### src/rtl/vha_pkg.sv
// Shared constants for the velocity heading angle pipeline.
package vha_pkg;

    localparam int VEL_BITS_DEF = 20;   // default velocity component width
    localparam int FRAC_BITS    = 12;   // Q12 ratio fraction bits
    localparam int RATIO_BITS   = 13;   // ratio 0..4096
    localparam int ANGLE_BITS   = 20;   // signed output angle
    localparam int MAG_BITS     = 19;   // unsigned angle magnitude
    localparam int PROD_BITS    = 2 * RATIO_BITS;

    localparam logic [RATIO_BITS-1:0] RATIO_ONE  = 13'd4096;
    localparam logic [MAG_BITS-1:0]   DEG45_COEF = 19'd45;
    localparam logic [MAG_BITS-1:0]   DEG90_RAW  = 19'd368640;
    localparam logic [PROD_BITS:0]    CURVE_RND  = 27'd128;   // half of 256
    localparam int                    CURVE_SHIFT = 8;        // 16*4096 / 2^24 = 1/256

    localparam int ANGLE_MAX = 368640;

endpackage

### src/rtl/velocity_heading_angle.sv
// Velocity heading angle: pipelined polynomial atan2, Q12 ratio, degrees*4096 out.
//
//  channel | handshake          | payload                              | width
//  --------+--------------------+--------------------------------------+---------------
//  in      | i_valid / o_stall  | i_vel_x, i_vel_y (signed), i_face_left | VEL_BITS,1
//  out     | o_valid / i_stall  | o_angle (signed)                     | 20
//
//  One word per cycle while i_stall is low; the stages are one prep stage, one
//  restoring divide stage per ratio bit, a multiply stage and an output stage.
//  Each stage holds its word while the stage after it is full and not moving,
//  so bubbles close up and a stall loses or repeats nothing.
//  o_stall rises only once every stage holds a word and the output is stalled.
//  Reset (synchronous, active low) clears the valid bit of every stage only.
module velocity_heading_angle
    import vha_pkg::*;
#(
    parameter int VEL_BITS = VEL_BITS_DEF
) (
    input  logic                         i_clk,
    input  logic                         i_rst_n,
    input  logic                         i_valid,
    output logic                         o_stall,
    input  logic signed [VEL_BITS-1:0]   i_vel_x,
    input  logic signed [VEL_BITS-1:0]   i_vel_y,
    input  logic                         i_face_left,
    output logic                         o_valid,
    input  logic                         i_stall,
    output logic signed [ANGLE_BITS-1:0] o_angle
);

    localparam int MW  = VEL_BITS;          // magnitude width, holds 2^(VEL_BITS-1)
    localparam int NW  = MW + FRAC_BITS;    // rounded dividend width
    localparam int QB  = RATIO_BITS;        // quotient bits = divide stages
    localparam int SD  = QB;                // index of last divide stage
    localparam int SM  = QB + 1;            // multiply stage
    localparam int SO  = QB + 2;            // output stage
    localparam int NS  = QB + 3;            // stage count

    // per-stage valid and advance
    logic          r_v   [0:NS-1];
    logic [NS:0]   w_rdy;

    // divider pipeline: partial remainder, remaining dividend bits, divisor, quotient
    logic [MW-1:0] r_rem  [0:SD];
    logic [QB-1:0] r_low  [0:SD];
    logic [MW-1:0] r_den  [0:SD];
    logic [QB-1:0] r_q    [0:SD];
    logic          r_steep[0:SM];
    logic          r_neg  [0:SM];

    logic [QB-1:0]        r_q_m;
    logic [PROD_BITS-1:0] r_prod;
    logic signed [ANGLE_BITS-1:0] r_angle;

    assign w_rdy[NS] = !i_stall;
    for (genvar k = 0; k < NS; k++) begin : g_rdy
        assign w_rdy[k] = !r_v[k] || w_rdy[k+1];
    end

    assign o_stall = !w_rdy[0];
    assign o_valid = r_v[SO];
    assign o_angle = r_angle;

    // valid bits
    always_ff @(posedge i_clk) begin
        if (!i_rst_n) begin
            for (int k = 0; k < NS; k++) r_v[k] <= 1'b0;
        end else begin
            if (w_rdy[0]) r_v[0] <= i_valid;
            for (int k = 1; k < NS; k++) begin
                if (w_rdy[k]) r_v[k] <= r_v[k-1];
            end
        end
    end

    // ---- stage 0: magnitudes, octant select, rounded dividend ----
    logic [MW-1:0] w_mx, w_my, w_ax, w_small, w_large;
    logic [NW-1:0] w_num;
    logic          w_steep;

    assign w_mx    = i_vel_x[MW-1] ? (~i_vel_x + 1'b1) : i_vel_x;
    assign w_my    = i_vel_y[MW-1] ? (~i_vel_y + 1'b1) : i_vel_y;
    assign w_ax    = (w_mx == '0) ? MW'(1) : w_mx;
    assign w_steep = w_my > w_ax;
    assign w_small = w_steep ? w_ax : w_my;
    assign w_large = w_steep ? w_my : w_ax;
    // small*4096 + large/2; the quotient by large stays below 2^13
    assign w_num   = {w_small, {FRAC_BITS{1'b0}}} + NW'(w_large[MW-1:1]);

    always_ff @(posedge i_clk) begin
        if (w_rdy[0]) begin
            r_rem[0]   <= {1'b0, w_num[NW-1:QB]};
            r_low[0]   <= w_num[QB-1:0];
            r_den[0]   <= w_large;
            r_q[0]     <= '0;
            r_steep[0] <= w_steep;
            r_neg[0]   <= i_vel_y[MW-1] ^ i_face_left;
        end
    end

    // ---- stages 1..13: one restoring divide step each ----
    for (genvar k = 1; k <= SD; k++) begin : g_div
        logic [MW:0]   w_t;
        logic [MW-1:0] w_d;
        logic          w_ge;

        assign w_t  = {r_rem[k-1], r_low[k-1][QB-1]};
        // difference is below the divisor whenever it is taken
        assign w_d  = w_t[MW-1:0] - r_den[k-1];
        assign w_ge = w_t >= {1'b0, r_den[k-1]};

        always_ff @(posedge i_clk) begin
            if (w_rdy[k]) begin
                r_rem[k]   <= w_ge ? w_d : w_t[MW-1:0];
                r_low[k]   <= {r_low[k-1][QB-2:0], 1'b0};
                r_den[k]   <= r_den[k-1];
                r_q[k]     <= {r_q[k-1][QB-2:0], w_ge};
                r_steep[k] <= r_steep[k-1];
                r_neg[k]   <= r_neg[k-1];
            end
        end
    end

    // ---- multiply stage: r*(4096-r) ----
    logic [QB-1:0] w_comp;
    assign w_comp = RATIO_ONE - r_q[SD];

    always_ff @(posedge i_clk) begin
        if (w_rdy[SM]) begin
            r_prod      <= r_q[SD] * w_comp;
            r_q_m       <= r_q[SD];
            r_steep[SM] <= r_steep[SD];
            r_neg[SM]   <= r_neg[SD];
        end
    end

    // ---- output stage: 45*r + round(prod/256), fold and sign ----
    logic [MAG_BITS-1:0]   w_lin, w_curve, w_atan, w_mag;
    logic [PROD_BITS:0]    w_cs;
    logic [ANGLE_BITS-1:0] w_mag_ext;

    assign w_lin     = MAG_BITS'(r_q_m) * DEG45_COEF;
    assign w_cs      = {1'b0, r_prod} + CURVE_RND;
    assign w_curve   = MAG_BITS'(w_cs >> CURVE_SHIFT);
    assign w_atan    = w_lin + w_curve;
    assign w_mag     = r_steep[SM] ? (DEG90_RAW - w_atan) : w_atan;
    assign w_mag_ext = {1'b0, w_mag};

    always_ff @(posedge i_clk) begin
        if (w_rdy[SO]) begin
            r_angle <= r_neg[SM] ? $signed(-w_mag_ext) : $signed(w_mag_ext);
        end
    end

    // ---- assertions ----
    // first partial remainder must be below the divisor
    a_rem_init: assert property (@(posedge i_clk) disable iff (!i_rst_n)
        r_v[0] |-> (r_rem[0] < r_den[0]))
        else $error("initial remainder not below divisor");

    // ratio never exceeds one
    a_ratio: assert property (@(posedge i_clk) disable iff (!i_rst_n)
        r_v[SD] |-> (r_q[SD] <= RATIO_ONE))
        else $error("ratio above 4096");

    // angle stays within +-90 degrees
    a_range: assert property (@(posedge i_clk) disable iff (!i_rst_n)
        o_valid |-> ($signed(o_angle) <= ANGLE_MAX && $signed(o_angle) >= -ANGLE_MAX))
        else $error("angle out of range");

    // a word accepted at the input with the pipe free reaches stage 0
    a_enter: assert property (@(posedge i_clk) disable iff (!i_rst_n)
        (i_valid && !o_stall) |=> r_v[0])
        else $error("accepted word lost at entry");

endmodule
### config.mk
export PLATFORM = sky130hd
export DESIGN_NAME = velocity_heading_angle
export DESIGN_NICKNAME = d
export VERILOG_FILES = /design/src/rtl/vha_pkg.sv /design/src/rtl/velocity_heading_angle.sv
export SDC_FILE = /design/constraint.sdc
export NUM_CORES = 2
export LEC_CHECK = 0
export ABC_AREA = 1
export BUFFER_PORTS_ARGS = -buffer_cell sky130_fd_sc_hd__clkbuf_2
export CAP_MARGIN = 20
export CORE_MARGIN = 2
export CORE_UTILIZATION = 35
export CTS_CLUSTER_SIZE = 30
export DETAILED_ROUTE_END_ITERATION = 8
export HOLD_SLACK_MARGIN = 0.1
export SYNTH_ARGS = -nofsm -noshare
export SYNTH_HDL_FRONTEND = slang
export SYNTH_SLANG_ARGS = --single-unit
export TNS_END_PERCENT = 5
### constraint.sdc
create_clock -name i_clk -period 9.65 [get_ports i_clk]
set_input_delay 2.4125 -clock i_clk [delete_from_list [all_inputs] [get_ports i_clk]]
set_output_delay 2.4125 -clock i_clk [all_outputs]
set_load 0.01 [all_outputs]
; Word level (Yosys, flattened, before mapping)
; Memories as Yosys holds them, arrays and structs flattened.
; Cells that the tools add are included.
[totals]
register_bits = 59
ramBits = 970
output_inout_bits = 22
word_cells = 202
mem_count = 7
[op_classes]
add_sub_neg = 21
multipliers = 2
magnitude_cmp = 14
n_mux = 100
bitwise_logic = 19
n_reduce_logical = 35
[mem_list]
columns = memory, words, width, read_ports, rd_ports_with_merged_regs, wr, line
row1 = r_den, 14, 20, 13, 0, 14, velocity_heading_angle.sv:46  ; logic [MW-1:0] r_den [0:SD];
row2 = r_rem, 14, 20, 13, 0, 14, velocity_heading_angle.sv:44  ; logic [MW-1:0] r_rem [0:SD];
row3 = r_low, 14, 13, 13, 0, 14, velocity_heading_angle.sv:45  ; logic [QB-1:0] r_low [0:SD];
row4 = r_q, 14, 13, 14, 0, 14, velocity_heading_angle.sv:47  ; logic [QB-1:0] r_q [0:SD];
row5 = r_v, 16, 1, 16, 0, 16, velocity_heading_angle.sv:40  ; logic r_v [0:NS-1];
row6 = r_neg, 15, 1, 15, 0, 15, velocity_heading_angle.sv:49  ; logic r_neg [0:SM];
row7 = +1 memories, n/a, n/a, n/a, n/a, n/a, n/a
[op_table]
columns = op, n
row1 = 2-to-1 mux 20 bit, 18
row2 = >= comparator 21 x 20 -> 1 bit, 13
row3 = subtractor 20 bit, 13
row4 = 2-to-1 mux 1 bit, 80
row5 = "adder 20 x 1 -> 20 bit, second input constant", 2
row6 = NOT 20 bit, 2
row7 = 2-to-1 mux 19 bit, 2
row8 = adder 32 x 19 -> 32 bit, 1
row9 = "adder 26 x 8 -> 27 bit, second input constant", 1
row10 = multiplier 13 x 13 -> 26 bit, 1
row11 = greater-than comparator 20 bit, 1
row12 = zero test 20 bit, 1
row13 = negator 19 -> 20 bit, 1
row14 = adder 19 bit, 1
row15 = "multiplier 13 x 6 -> 19 bit, second input constant", 1
row16 = "subtractor 19 bit, first input constant", 1
row17 = zero test 1 bit, 18
row18 = logical OR 1 bit, 16
row19 = bitwise OR 1 bit, 16
row20 = "subtractor 13 bit, first input constant", 1
row21 = XOR 1 bit, 1

; Depth between registers and ports, before layout
; An unclocked memory read counts as a cell.
[depth]
word_depth = 22
ltp_mapped = 41
mapped_depth_nobuf = 39

; Least setup slack after synthesis
; OpenSTA, ideal clock, no wires.
[synth_path]
path_kind = in2out
from = input i_stall
to = output o_stall
t_arrival_ns = 7.593
required_ns = 7.238
setup_slack_ns = -0.355
stages = 16
path_cell_list = nand3_2 > inv_2 > nand2_2 > nor2_4 > nand2_2 > nor2_4 > nand2_2 > nor2_4 > nand2_4 > nor2_4 > nand2_4 > nor2_8 > nand2_4 > nor2_4 > nand2_2 > nor2_4
[synth_via]
elab_chain_len = 18
[synth_rtl]
columns = element, line
row1 = from (decl), velocity_heading_angle.sv:27  ; input logic i_stall,
row2 = zero test 1 bit, velocity_heading_angle.sv:55  ; assign w_rdy[NS] = !i_stall;
row3 = logical OR 1 bit (3 in a row), velocity_heading_angle.sv:57  ; assign w_rdy[k] = !r_v[k] || w_rdy[k+1];
row4 = named net w_rdy[13], velocity_heading_angle.sv:41  ; logic [NS:0] w_rdy;
row5 = logical OR 1 bit (2 in a row), velocity_heading_angle.sv:57
row6 = named net w_rdy[11], velocity_heading_angle.sv:41
row7 = logical OR 1 bit (2 in a row), velocity_heading_angle.sv:57
row8 = named net w_rdy[9], velocity_heading_angle.sv:41
row9 = logical OR 1 bit (2 in a row), velocity_heading_angle.sv:57
row10 = named net w_rdy[7], velocity_heading_angle.sv:41
row11 = logical OR 1 bit (2 in a row), velocity_heading_angle.sv:57
row12 = named net w_rdy[5], velocity_heading_angle.sv:41
row13 = logical OR 1 bit (2 in a row), velocity_heading_angle.sv:57
row14 = named net w_rdy[3], velocity_heading_angle.sv:41
row15 = logical OR 1 bit (2 in a row), velocity_heading_angle.sv:57
row16 = named net w_rdy[1], velocity_heading_angle.sv:41
row17 = logical OR 1 bit, velocity_heading_angle.sv:57
row18 = zero test 1 bit, velocity_heading_angle.sv:60  ; assign o_stall = !w_rdy[0];
row19 = to (decl), velocity_heading_angle.sv:22  ; output logic o_stall,
; The timed path passes the listed nets, and every way through them passes these cells.

; Worst setup path after layout
[layout_path]
from = input i_stall
to = output o_stall
[layout_via]
elab_chain_len = 18
[layout_rtl]
columns = element, line
row1 = zero test 1 bit, velocity_heading_angle.sv:55
row2 = logical OR 1 bit (2 in a row), velocity_heading_angle.sv:57
row3 = named net w_rdy[14], velocity_heading_angle.sv:41
row4 = logical OR 1 bit, velocity_heading_angle.sv:57
row5 = named net w_rdy[13], velocity_heading_angle.sv:41
row6 = logical OR 1 bit (2 in a row), velocity_heading_angle.sv:57
row7 = named net w_rdy[11], velocity_heading_angle.sv:41
row8 = logical OR 1 bit (2 in a row), velocity_heading_angle.sv:57
row9 = named net w_rdy[9], velocity_heading_angle.sv:41
row10 = [... 2 more ...], n/a
row11 = named net w_rdy[7], velocity_heading_angle.sv:41
row12 = logical OR 1 bit (2 in a row), velocity_heading_angle.sv:57
row13 = named net w_rdy[5], velocity_heading_angle.sv:41
row14 = logical OR 1 bit (2 in a row), velocity_heading_angle.sv:57
row15 = named net w_rdy[3], velocity_heading_angle.sv:41
row16 = logical OR 1 bit (2 in a row), velocity_heading_angle.sv:57
row17 = named net w_rdy[1], velocity_heading_angle.sv:41
row18 = logical OR 1 bit, velocity_heading_angle.sv:57
row19 = zero test 1 bit, velocity_heading_angle.sv:60
; The timed path passes the listed nets, and every way through them passes these cells.

==> results.yml <==
yosys:
  synth.distinct_cells: 55
  synth_nets: 5781
  syn_area_per_cell_um2: 9.35
  synth_seq_cells: 709
  synth_seq_area_share_pct: 44.2
  ys.flop_type: "edfxtp_1"
  synth_area_um2: 48200
  ys_warn_count: 0
  synth_edf_count: 708
  synth_cells: 5154
  ys_async_sr_fraction_pct: 0
hold_path:
  hp-class: "reg2reg"
final_layout:
  utilization_pct: 39.0
  syn2layout_area_growth_pct: 10.9
  diodes: 0
  fin_nets: 5885
  final_layout_size_suffix_gt1_share_pct: 5.82
sta:
  max_freq_mhz: 121
  setup_viol: 0
  period_needed_ns: 8.27
  drv_slew: 0
  relSlewSlack_pct: 33.6
  hold_violations: 0
  worst_slew_pin_slew_ns: 0.996
  rsz0062_at_grt: "no"
  finalWorstSetupSlack_ns: 1.38
  finalSetupTns_ns: 0
  fin_crit_sh_pct: 85.7
  fin_skew_ns: 0.0416
flow_run:
  drv_cap: 0
clock_tree:
  clkSinkCount: 709
  cts_resized: 0
  cts_hold_buf: 0
  post-cts-setup-buffers: 0
  cts_buffers: 82
  clk_path_buf_depth: 3
  clock_latency_ns: 0.67
  htree_levels: 3
  cts_root_buffer: "clkbuf_16"
  cts_tree: "done"
  clk_pin_slew_worst_paths_ns: 0.06
setup_path:
  crit_type: "in2out"
  end_kind: "output pin"
  arrival_ns: 5.86
  critPathLaunchType: "primary input"
  path_max_fanout: 49
  cp.required_ns: 7.24
routing:
  routed_via_density: 4.81
  drt_first_pass_iters: 5
  ant_nets: 0
  totalWireLength_um: 106000
  vias: 34226
  drcViolationCount: 0
  drtIter0Drc: 1433
  wl_per_cell_um: 14.8
die:
  row_count: 136
  die_w_um: 375
  ios: 67
  die_area_um2: 141000
  die_y_um: 375
  start_util_pct: 35.2
  core_area_um2: 137000
global_routing:
  track_usage_pct: 15.0
  first_global_vias: 35247
  antenna_found_initial: 0
  grt_pass1_wl_um: 173000
  grt-ovfl-total: 0
  grt_max_degree: 55
run_status:
  status: "finished, final reports clean"
placed_design:
  hpwl_um: 86000
  dp_slack_ns: 1.33
  portBuffers: 66
  place.gp.congestion: 0.938
-- per-layer routing --
layer / track usage (%) / up-vias / part of all wire [%]
met5: 0 / - / 0
met1: 16.0 / 15884 / 39
met2: 29.4 / 578 / 54
met4: 6.17 / 0 / 3.9
li1: - / 17536 / -
met3: 1.91 / 228 / 3.4
-- path summary, 6_finish.rpt --
path | end | depth (start not counted) | slack [ns] | start
max reg2reg | r_prod[23]$_DFFE_PP_ | 29 | 2.31 | r_q[1][66]$_DFFE_PP_
min reg2reg | r_q[0][94]$_DFFE_PP_ | 0 | 0.40 | r_q[0][80]$_DFFE_PP_
min | r_q[0][94]$_DFFE_PP_ | 0 | 0.40 | r_q[0][80]$_DFFE_PP_
max | o_stall | 19 | 1.38 | i_stall
-- state kept, by name (all words and copies together) (netlist names) --
signal   flops
r_den      260
r_rem      259
r_q         91
o_angle     20
r_prod      19
r_v         16
r_neg       15
r_steep     15
r_q_m       13
r_low        1
-- kinds of logic (layout without fill, tap and decap cells) --
kind of cell	count (synthesis)	in the layout	synth area share (%)
AOI/OAI and AO/OA	844	844	9.60
xor gates and xnor gates	279	279	5.07
adders and majority gates	582	582	17.7
buffers and inverters	926	1096	7.26
DFF	709	709	44.2
and+or+nand+nor	1814	1814	16.2
-- final cells by class --
class,count,area [µm²]
inverters,849,3190
clock inverters,47,587
multi-input cells,3519,23400
clock buffers,103,2130
well taps,1794,2240
flip-flops and latches,709,21300
fillers,13485,83600
repair buffers,97,576
-- Yosys cell counts (10+ instances only) --
| cell type | n | area [µm²] |
|---|---|---|
| or2_2 | 13 | 81.3 |
| o21bai_1 | 18 | 135 |
| nor4_1 | 37 | 231 |
| a21boi_0 | 12 | 90.1 |
| o221ai_1 | 14 | 123 |
| inv_1 | 826 | 3100 |
| fa_1 | 167 | 3340 |
| o31ai_1 | 12 | 90.1 |
| nand3_1 | 190 | 951 |
| ha_1 | 415 | 5190 |
| a21o_1 | 16 | 120 |
| clkbuf_1 | 62 | 233 |
| nand2_2 | 28 | 175 |
| nand4_1 | 64 | 400 |
| xnor2_1 | 143 | 1250 |
| xor2_1 | 136 | 1190 |
| edfxtp_1 | 708 | 21300 |
| nor2_1 | 388 | 1460 |
| nor3_1 | 62 | 310 |
| nor2_4 | 10 | 113 |
| a21oi_1 | 363 | 1820 |
| o21a_1 | 13 | 97.6 |
| o21ai_1 | 45 | 225 |
| o211ai_1 | 11 | 82.6 |
| nand3b_1 | 15 | 113 |
| inv_2 | 14 | 52.6 |
| nand2_1 | 970 | 3640 |
| a31oi_1 | 33 | 206 |
| o21ai_0 | 277 | 1390 |
| nor2_2 | 11 | 68.8 |
-- worst max-delay path, stage by stage --
cell	delay, ns
clkbuf_2	0.14
nand3_2	0.09
inv_2	0.09
nand2_2	0.25
nor2_4	0.24
nand2_4	0.07
nor2_4	0.15
nand2_4	0.08
nor2_4	0.14
nand2_4	0.07
nor2_4	0.12
nand2_4	0.36
nor2_8	0.25
nand2_4	0.35
nor2_4	0.24
nand2_2	0.06
buf_4	0.30
nor2_4	0.22
clkbuf_2	0.17
-- cells in the final DEF (no fill, tap or decap), types with 5 or more instances in the layout --
master | synthesis | routed
clkinv_2 | 0 | 6
o221ai_1 | 14 | 14
o21bai_1 | 18 | 18
nor4_1 | 37 | 37
o31ai_1 | 12 | 12
nand2_4 | 3 | 5
nor2_2 | 11 | 11
clkbuf_2 | 0 | 66
nand3b_1 | 15 | 15
bufinv_16 | 0 | 9
nand4_1 | 64 | 64
buf_4 | 0 | 30
a21boi_0 | 12 | 12
a221oi_1 | 7 | 7
clkbuf_1 | 62 | 21
xor2_1 | 136 | 136
ha_1 | 415 | 415
clkinv_1 | 8 | 30
a21oi_1 | 363 | 363
fa_1 | 167 | 167
edfxtp_1 | 708 | 708
nor2_1 | 388 | 388
nand2_2 | 28 | 26
inv_2 | 14 | 17
nor3_1 | 62 | 62
o21ai_0 | 277 | 277
a31oi_1 | 33 | 33
nand3_1 | 190 | 190
o21a_1 | 13 | 13
clkbuf_16 | 0 | 82
nand3_2 | 8 | 8
nand2_1 | 970 | 970
inv_1 | 826 | 821
a21boi_1 | 5 | 5
or2_2 | 13 | 13
nor2_4 | 10 | 10
o211ai_1 | 11 | 11
a21o_1 | 16 | 16
xnor2_1 | 143 | 143
o21ai_1 | 45 | 45
-- metrics by stage --
| step | cell area [µm²] | hold WS, ns | cells |
|---|---|---|---|
| floorplan | 48200 | 0.400 | 5154 |
| global placement | 50700 | 0.400 | 6967 |
| CTS | 53400 | 0.397 | 7117 |
| finish | 53400 | 0.396 | 7118 |
| global route | 53400 | 0.408 | 7118 |
| detailed placement | 50700 | 0.405 | 6967 |
Power is left out: the tool's default activity adds up to more than one toggle a clock period on the data nets, which glitch-free logic cannot reach.
